===== src/design/lsbe_pkg.sv =====
// Package for the LED strip serial bit encoder.
// Holds the transfer payload types, the symbol packer result type and fixed constants.
// No dependencies.
package lsbe_pkg;

    typedef struct packed {
        logic       operation;
        logic [7:0] red;
        logic [7:0] green;
        logic [7:0] blue;
    } t_in;

    typedef struct packed {
        logic [31:0] out_word;
        logic [8:0]  word_index;
        logic        frame_end;
        logic        overflow;
        logic        last_of_run;
    } t_out;

    typedef struct packed {
        logic        done;
        logic [31:0] word;
        logic [31:0] acc_next;
        logic [4:0]  pos_next;
    } t_pack_res;

    localparam logic        OP_PIXEL       = 1'b0;
    localparam logic        OP_FILL        = 1'b1;
    localparam logic [11:0] PREAMBLE_CODE  = 12'h55A;
    localparam logic [31:0] ALL_ONES       = 32'hFFFF_FFFF;
    localparam int          TAIL_MARGIN    = 10;
    localparam int          FILL_SYMBOLS   = 25;
    localparam int          FILL_BITS      = 150;
    localparam int          PIXEL_SYMBOLS  = 25;
    localparam int          FRAME_SYMBOLS  = 37;
    localparam int          PIXEL_BASE_BITS = 150;
    localparam int          PREAMBLE_BITS  = 96;
    localparam logic [9:0]  SYM_ONE        = 10'b0001111111;
    localparam logic [9:0]  SYM_ZERO       = 10'b0011110000;
    localparam logic [5:0]  SYM_ONE_LEN    = 6'd10;
    localparam logic [5:0]  SYM_ZERO_LEN   = 6'd6;
    localparam logic [2:0]  ADDR_BRIGHTNESS = 3'd0;
    localparam logic [7:0]  BRIGHTNESS_RESET = 8'd1;

endpackage


===== src/design/lsbe_div.sv =====
// Iterative restoring divider, one quotient bit per cycle.
// Depends on nothing but the clock and reset.
module lsbe_div (
    input  logic       i_clk,
    input  logic       i_rst_n,
    input  logic       i_start,
    input  logic [7:0] i_dividend,
    input  logic [7:0] i_divisor,
    output logic       o_done,
    output logic [7:0] o_quotient
);

    logic       r_busy;
    logic       r_done;
    logic [2:0] r_cnt;
    logic [7:0] r_rem;
    logic [7:0] r_quo;
    logic [7:0] r_dvs;
    logic [8:0] trial;
    logic [8:0] diff;
    logic [7:0] n_rem;
    logic [7:0] n_quo;

    always_comb begin
        trial = {r_rem, r_quo[7]};
        diff  = trial - {1'b0, r_dvs};
        if (!diff[8]) begin
            n_rem = diff[7:0];
            n_quo = {r_quo[6:0], 1'b1};
        end else begin
            n_rem = trial[7:0];
            n_quo = {r_quo[6:0], 1'b0};
        end
    end

    always_ff @(posedge i_clk) begin
        if (!i_rst_n) begin
            r_busy <= 1'b0;
            r_done <= 1'b0;
            r_cnt  <= '0;
        end else begin
            r_done <= 1'b0;
            if (i_start) begin
                r_busy <= 1'b1;
                r_cnt  <= '0;
            end else if (r_busy) begin
                r_cnt <= r_cnt + 3'd1;
                if (r_cnt == 3'd7) begin
                    r_busy <= 1'b0;
                    r_done <= 1'b1;
                end
            end
        end
    end

    always_ff @(posedge i_clk) begin
        if (i_start) begin
            r_rem <= '0;
            r_quo <= i_dividend;
            r_dvs <= i_divisor;
        end else if (r_busy) begin
            r_rem <= n_rem;
            r_quo <= n_quo;
        end
    end

    assign o_done     = r_done;
    assign o_quotient = r_quo;

endmodule


===== src/design/lsbe_pack.sv =====
// Symbol packer: places one 6- or 10-bit symbol into the word being filled.
// Depends on lsbe_pkg for the symbol patterns and the result type.
module lsbe_pack
    import lsbe_pkg::*;
(
    input  logic [31:0] i_acc,
    input  logic [4:0]  i_pos,
    input  logic        i_one,
    output t_pack_res   o_res
);

    logic [9:0]  sym;
    logic [5:0]  len;
    logic [41:0] ext;
    logic [5:0]  pos_sum;

    always_comb begin
        sym     = i_one ? SYM_ONE : SYM_ZERO;
        len     = i_one ? SYM_ONE_LEN : SYM_ZERO_LEN;
        ext     = {i_acc, 10'b0} | ({sym, 32'b0} >> i_pos);
        pos_sum = {1'b0, i_pos} + len;
        o_res.done     = pos_sum[5];
        o_res.word     = ext[41:10];
        o_res.acc_next = pos_sum[5] ? {ext[9:0], 22'b0} : ext[41:10];
        o_res.pos_next = pos_sum[4:0];
    end

endmodule


===== src/design/led_strip_serial_bit_encoder_top.sv =====
// Top level of the LED strip serial bit encoder: sequencer, state and output register.
// Depends on lsbe_pkg, lsbe_div and lsbe_pack.
//
//  channel  | handshake          | payload
//  ---------+--------------------+-----------------------------
//  input    | i_valid / o_stall  | i_data (t_in)
//  output   | o_valid / i_stall  | o_data (t_out)
//  config   | psel penable pwrite| paddr pwdata prdata pready
//
// A pixel takes three divisions and one range check, then one symbol per cycle (25, or 37
// when it opens a frame) while no completed word waits on a stalled output.
// A fill step sends 25 zero symbols, and a frame close then pads out the frame with ones.
// Reset is synchronous and clears the frame state; the brightness divisor resets to one.
// Each completed word is held in the output register until its transfer completes.
module led_strip_serial_bit_encoder_top
    import lsbe_pkg::*;
#(
    parameter int FIRST_BUFFER_WORDS  = 256,
    parameter int SECOND_BUFFER_WORDS = 256
) (
    input  logic        i_clk,
    input  logic        i_rst_n,
    input  logic        i_valid,
    output logic        o_stall,
    input  t_in         i_data,
    output logic        o_valid,
    input  logic        i_stall,
    output t_out        o_data,
    input  logic        psel,
    input  logic        penable,
    input  logic        pwrite,
    input  logic [2:0]  paddr,
    input  logic [31:0] pwdata,
    output logic [31:0] prdata,
    output logic        pready
);

    localparam int FRAME_WORDS = FIRST_BUFFER_WORDS + SECOND_BUFFER_WORDS;
    localparam int CW          = $clog2(FRAME_WORDS) + 1;
    localparam logic [CW-1:0] FRAME_LAST = CW'(FRAME_WORDS - 1);
    localparam logic [CW-1:0] LIMIT      = CW'(FRAME_WORDS - TAIL_MARGIN);

    typedef enum logic [6:0] {
        S_IDLE  = 7'b0000001,
        S_DIV   = 7'b0000010,
        S_CHECK = 7'b0000100,
        S_SEND  = 7'b0001000,
        S_PAD   = 7'b0010000,
        S_ONES  = 7'b0100000,
        S_OVF   = 7'b1000000
    } t_state;

    t_state        r_state,     n_state;
    logic [7:0]    r_div;
    t_in           r_in,        n_in;
    logic [1:0]    r_idx,       n_idx;
    logic [23:0]   r_q,         n_q;
    logic [36:0]   r_bits,      n_bits;
    logic [5:0]    r_cnt,       n_cnt;
    logic [CW-1:0] r_end,       n_end;
    logic          r_close,     n_close;
    logic          r_open,      n_open;
    logic [4:0]    r_bp,        n_bp;
    logic [CW-1:0] r_wc,        n_wc;
    logic [31:0]   r_acc,       n_acc;
    logic          r_out_valid, n_out_valid;
    t_out          r_out,       n_out;

    logic          div_start;
    logic [7:0]    div_dividend;
    logic [7:0]    div_eff;
    logic          div_done;
    logic [7:0]    div_quo;
    t_pack_res     pk;
    logic          out_free;
    logic          cfg_write;
    logic [CW+4:0] fill_total;
    logic [CW+4:0] pix_total;
    logic [CW-1:0] fill_end;
    logic [CW-1:0] pix_end;
    logic [4:0]    pix_ones;
    logic [8:0]    pix_len;
    logic          wc_last;

    assign div_eff = (r_div == 8'd0) ? 8'd1 : r_div;

    lsbe_div u_div (
        .i_clk      (i_clk),
        .i_rst_n    (i_rst_n),
        .i_start    (div_start),
        .i_dividend (div_dividend),
        .i_divisor  (div_eff),
        .o_done     (div_done),
        .o_quotient (div_quo)
    );

    lsbe_pack u_pack (
        .i_acc (r_acc),
        .i_pos (r_bp),
        .i_one (r_bits[36]),
        .o_res (pk)
    );

    assign cfg_write = psel && penable && pwrite && (paddr[2] == ADDR_BRIGHTNESS[2]);
    assign prdata    = (paddr == ADDR_BRIGHTNESS) ? {24'b0, r_div} : 32'b0;
    assign pready    = 1'b1;

    assign o_stall  = (r_state != S_IDLE);
    assign o_valid  = r_out_valid;
    assign o_data   = r_out;
    assign out_free = !r_out_valid || !i_stall;

    always_comb begin
        fill_total = {r_wc, r_bp} + (CW+5)'(FILL_BITS);
        fill_end   = fill_total[CW+4:5];
        pix_ones   = 5'($countones(r_q));
        pix_len    = 9'(PIXEL_BASE_BITS) + {2'b0, pix_ones, 2'b0}
                   + (r_open ? 9'd0 : 9'(PREAMBLE_BITS));
        pix_total  = {r_wc, r_bp} + (CW+5)'(pix_len);
        pix_end    = pix_total[CW+4:5];
        wc_last    = (r_wc == FRAME_LAST);
    end

    always_comb begin
        n_state     = r_state;
        n_in        = r_in;
        n_idx       = r_idx;
        n_q         = r_q;
        n_bits      = r_bits;
        n_cnt       = r_cnt;
        n_end       = r_end;
        n_close     = r_close;
        n_open      = r_open;
        n_bp        = r_bp;
        n_wc        = r_wc;
        n_acc       = r_acc;
        n_out       = r_out;
        n_out_valid = r_out_valid && i_stall;
        div_start   = 1'b0;
        div_dividend = (r_idx == 2'd0) ? r_in.green : r_in.blue;

        unique case (r_state)
            S_IDLE: begin
                div_dividend = i_data.red;
                if (i_valid) begin
                    n_in = i_data;
                    if (i_data.operation == OP_PIXEL) begin
                        div_start = 1'b1;
                        n_idx     = 2'd0;
                        n_state   = S_DIV;
                    end else if (r_open) begin
                        n_bits  = '0;
                        n_cnt   = 6'(FILL_SYMBOLS);
                        n_end   = fill_end;
                        n_close = (fill_end >= LIMIT);
                        n_state = S_SEND;
                    end
                end
            end
            S_DIV: begin
                if (div_done) begin
                    n_q = {r_q[15:0], div_quo};
                    if (r_idx == 2'd2) begin
                        n_state = S_CHECK;
                    end else begin
                        div_start = 1'b1;
                        n_idx     = r_idx + 2'd1;
                    end
                end
            end
            S_CHECK: begin
                if (pix_end >= LIMIT) begin
                    n_state = S_OVF;
                end else begin
                    n_end   = pix_end;
                    n_close = 1'b0;
                    n_open  = 1'b1;
                    n_state = S_SEND;
                    if (r_open) begin
                        n_bits = {r_q, 1'b0, 12'b0};
                        n_cnt  = 6'(PIXEL_SYMBOLS);
                    end else begin
                        n_bits = {PREAMBLE_CODE, r_q, 1'b0};
                        n_cnt  = 6'(FRAME_SYMBOLS);
                    end
                end
            end
            S_SEND: begin
                if (!pk.done || out_free) begin
                    n_acc  = pk.acc_next;
                    n_bp   = pk.pos_next;
                    n_bits = {r_bits[35:0], 1'b0};
                    n_cnt  = r_cnt - 6'd1;
                    if (pk.done) begin
                        n_out_valid       = 1'b1;
                        n_out.out_word    = pk.word;
                        n_out.word_index  = 9'(r_wc);
                        n_out.frame_end   = 1'b0;
                        n_out.overflow    = 1'b0;
                        n_out.last_of_run = (r_wc + CW'(1) == r_end) && !r_close;
                        n_wc              = r_wc + CW'(1);
                    end
                    if (r_cnt == 6'd1) begin
                        n_state = r_close ? S_PAD : S_IDLE;
                    end
                end
            end
            S_PAD, S_ONES: begin
                if (out_free) begin
                    n_out_valid       = 1'b1;
                    n_out.out_word    = (r_state == S_PAD) ? (r_acc | (ALL_ONES >> r_bp))
                                                           : ALL_ONES;
                    n_out.word_index  = 9'(r_wc);
                    n_out.frame_end   = wc_last;
                    n_out.overflow    = 1'b0;
                    n_out.last_of_run = wc_last;
                    n_acc             = '0;
                    n_bp              = '0;
                    if (wc_last) begin
                        n_wc    = '0;
                        n_open  = 1'b0;
                        n_state = S_IDLE;
                    end else begin
                        n_wc    = r_wc + CW'(1);
                        n_state = S_ONES;
                    end
                end
            end
            S_OVF: begin
                if (out_free) begin
                    n_out_valid       = 1'b1;
                    n_out.out_word    = '0;
                    n_out.word_index  = 9'(r_wc);
                    n_out.frame_end   = 1'b0;
                    n_out.overflow    = 1'b1;
                    n_out.last_of_run = 1'b1;
                    n_state           = S_IDLE;
                end
            end
            default: begin
                n_state = S_IDLE;
            end
        endcase
    end

    always_ff @(posedge i_clk) begin
        if (!i_rst_n) begin
            r_state     <= S_IDLE;
            r_div       <= BRIGHTNESS_RESET;
            r_open      <= 1'b0;
            r_bp        <= '0;
            r_wc        <= '0;
            r_acc       <= '0;
            r_out_valid <= 1'b0;
            r_idx       <= '0;
            r_cnt       <= '0;
            r_close     <= 1'b0;
        end else begin
            r_state     <= n_state;
            r_open      <= n_open;
            r_bp        <= n_bp;
            r_wc        <= n_wc;
            r_acc       <= n_acc;
            r_out_valid <= n_out_valid;
            r_idx       <= n_idx;
            r_cnt       <= n_cnt;
            r_close     <= n_close;
            if (cfg_write) begin
                r_div <= pwdata[7:0];
            end
        end
    end

    always_ff @(posedge i_clk) begin
        r_in   <= n_in;
        r_q    <= n_q;
        r_bits <= n_bits;
        r_end  <= n_end;
        r_out  <= n_out;
    end

endmodule


===== config.mk =====
export PLATFORM = sky130hd
export DESIGN_NAME = led_strip_serial_bit_encoder_top
export DESIGN_NICKNAME = d
export VERILOG_FILES = /design/src/design/lsbe_pkg.sv /design/src/design/lsbe_div.sv /design/src/design/lsbe_pack.sv /design/src/design/led_strip_serial_bit_encoder_top.sv
export SDC_FILE = /design/constraint.sdc
export NUM_CORES = 1
export LEC_CHECK = 0
export BUFFER_PORTS_ARGS = -buffer_cell sky130_fd_sc_hd__buf_4
export CAP_MARGIN = 15
export CORE_ASPECT_RATIO = 0.6
export CORE_MARGIN = 5
export CORE_UTILIZATION = 63
export DETAILED_ROUTE_END_ITERATION = 10
export GPL_TIMING_DRIVEN = 0
export PLACE_DENSITY_LB_ADDON = 0.3
export SLEW_MARGIN = 20
export SYNTH_ARGS = -nofsm -noshare
export SYNTH_HDL_FRONTEND = slang
export SYNTH_SLANG_ARGS = --single-unit
export TNS_END_PERCENT = 50

===== constraint.sdc =====
create_clock -name i_clk -period 11.8 [get_ports i_clk]
set_clock_uncertainty 0.2 [all_clocks]
set_input_delay 1.77 -clock i_clk [delete_from_list [all_inputs] [get_ports i_clk]]
set_output_delay 1.77 -clock i_clk [all_outputs]
set_load 0.005 [all_outputs]

==> metrics.yaml <==
outcome: "finished clean"
io_pins: 146
worstMarginPinSlew_ns: 0.9855
die_h_um: 117.4
timing.final.crit_share_pct: 64.58
io_buffers: 96
finalCriticalPeriod_ns: 7.620
syn_to_final_growth_pct: 16.18
syn_area_um2: 12110
wl_per_cell_um: 20.32
cpPeakStageDelay_ns: 0.85
overflow: 0
vias: 9787
hp-class: "reg2reg"
drc: 0
synth_common_cells: "146 x edfxtp_1, 104 x nor2_1, 103 x nand2_1, 91 x a21oi_1, 89 x o21ai_0"
ys_warn_count: 0
grt_pass1_vias: 9405
dpl-instance-area_um2: 13280
root_buffer: "clkbuf_16"
clock-sinks: 231
worstPathRequired_ns: 12.01
worst_hold_slack_ns: 0.2297
grt_pass1_wl_um: 51430
ir_drop_v: 0.0001978
stdcell_count: 1608
dp_hpwl_um: 23920
synth_area_leaders: "edfxtp_1 36%, dfxtp_1 14%, a21oi_1 3.8%"
path_class: "reg2reg"
cp_max_fo: 45
cts-resized-gates: 0
initial_core_util_pct: 63.82
synth_cell_types: 76
p_leak_nw: 5.584
slowest_stage: "buf_2"
maxSlewHeadroom_pct: 34.30
final_util_pct: 74.15
critPathCaptureType: "register"
slew_viol_final: 0
fmax_ghz: 0.1312
finalWirelength_um: 32670
cts_tree: "done"
clockBufferDepth: 3
synth-seq-cells: 231
drt_iter0_drc: 1265
place_inst: 1568
cts_buffers: 22
yosysMostFrequentCell: "edfxtp_1"
syn_avg_cell_area_um2: 10.08
hold_viol: 0
cts_hold_buffers: 0
die_area_um2: 22190
tns_ns: 0
crit_chain: "inv_1 > fa_1 > fa_1 > fa_1 > fa_1 > fa_1 > inv_1 > ha_1 > fa_1 > a21o_1 > a21oi_1 > fa_1 > inv_1 > ha_1 > clkbuf_1 > nand4b_1 > a21oi_1 > nor2_1 > xnor2_1 > a311oi_1 > buf_2 > a21oi_1 > a211oi_1"
grt_usage_pct: 28.89
gp_congestion: 1.026
start_kind: "register"
drive_gt1_share_pct: 14.02
ys_seq_area_share_pct: 50.24
htree_levels: 1
yosysTopAreaCellShare_pct: 36.19
synth_edf_count: 146
fp-row-count: 39
synth_area_leader_cell: "edfxtp_1"
clk_pin_slew_ns: 0.07
dr.pass1.iters: 5
design_area_um2: 14070
coreArea_um2: 18980
powerDensity_nw_per_um2: 133.3
clock_latency_ns: 0.51
final_nets: 1468
antenna_left: 0
async_flop_share_pct: 0
cp_top_family: "adder cells"
grt_setup_unrepaired: "no"
grt_max_degree: 46
ys.flop_type: "edfxtp_1"
path_common_cell: "fa_1"
cp_data_arrival_time_ns: 7.83
post_drt_via_cell_ratio: 6.086
fp.dieW_um: 189.0
critPathBufInv: 5
cts_setup_buffers: 0
antenna_found_initial: 0
n_antenna_cell: 0
synthCells: 1202
setup_viol: 0
max_cap_violations: 0
## state kept, by name, summed over array words and instances (netlist names), 8 cells and up
signal	count
o_data	44
r_acc	32
r_bits	36
r_div	8
r_end	10
r_in	16
r_q	24
r_wc	10
u_div.o_quotient	8
u_div.r_dvs	8
u_div.r_rem	8
## cell usage in the layout, fill, tap and decap left out, drive strengths merged, types with 18 or more instances in the layout
master,count
edfxtp,146
buf,140
nor2,107
nand2,103
a21oi,91
o21ai,91
clkbuf,87
dfxtp,85
inv,80
xnor2,35
ha,34
mux2i,31
nor3,31
conb,25
a31oi,24
fa,21
nand3,18
## layout make-up
cell class / count / area (µm²)
multi-input combinational: 813 / 5338
tap: 246 / 307.8
clock inverter: 11 / 180.2
buffer: 101 / 496.7
sequential: 231 / 6086
fill: 1329 / 4907
timing repair buffer: 97 / 748.2
inverter: 80 / 300.3
clock buffer: 29 / 618.1
## metrics by stage
stage,worst slack [ns],total power [mW]
2_1_floorplan,5.193,1.054
3_3_place_gp,4.508,1.094
3_5_place_dp,4.394,1.105
4_1_cts,4.318,1.876
5_1_grt,3.868,1.935
6_report,4.180,1.877
## cells by family after synthesis
| logic type | count (synthesis) | synth area share [%] |
|---|---|---|
| AND/OR/NAND/NOR | 335 | 13.32 |
| AO/OA/AOI/OAI | 313 | 16.20 |
| flip-flops | 231 | 50.24 |
| buffers and inverters | 181 | 6.579 |
| adder cells (fa/ha/maj) | 55 | 6.982 |
| XOR/XNOR | 51 | 3.749 |
| multiplexers | 34 | 2.871 |
| other | 2 | 0.06199 |
## metal layers
metal | track usage (%) | routed length, µm | part of all wire, % | vias up
li1 | - | - | - | 4517
met5 | 0 | 0 | 0 | -
met2 | 39.99 | 13250 | 41 | 594
met4 | 5.096 | 441 | 1.3 | 0
met3 | 8.670 | 4222 | 13 | 43
met1 | 45.38 | 14760 | 45 | 4633
## power breakdown
part           total [mW]  internal, mW  switching [mW]
clock network       0.785         0.478           0.307
registers           0.896         0.880          0.0165
logic               0.195        0.0907           0.104
total                1.88          1.45           0.428
## path summary, 6_finish.rpt
kind / cells past startpoint / startpoint / endpoint / slack [ns]
max: 23 / r_q[0] / r_cnt[4] / 4.18
min: 0 / r_wc[8] / o_data[11] / 0.23
max reg2reg: 23 / r_q[0] / r_cnt[4] / 4.18
min reg2reg: 0 / r_wc[8] / o_data[11] / 0.23
Note: power is estimated with default switching activity, not from simulation.
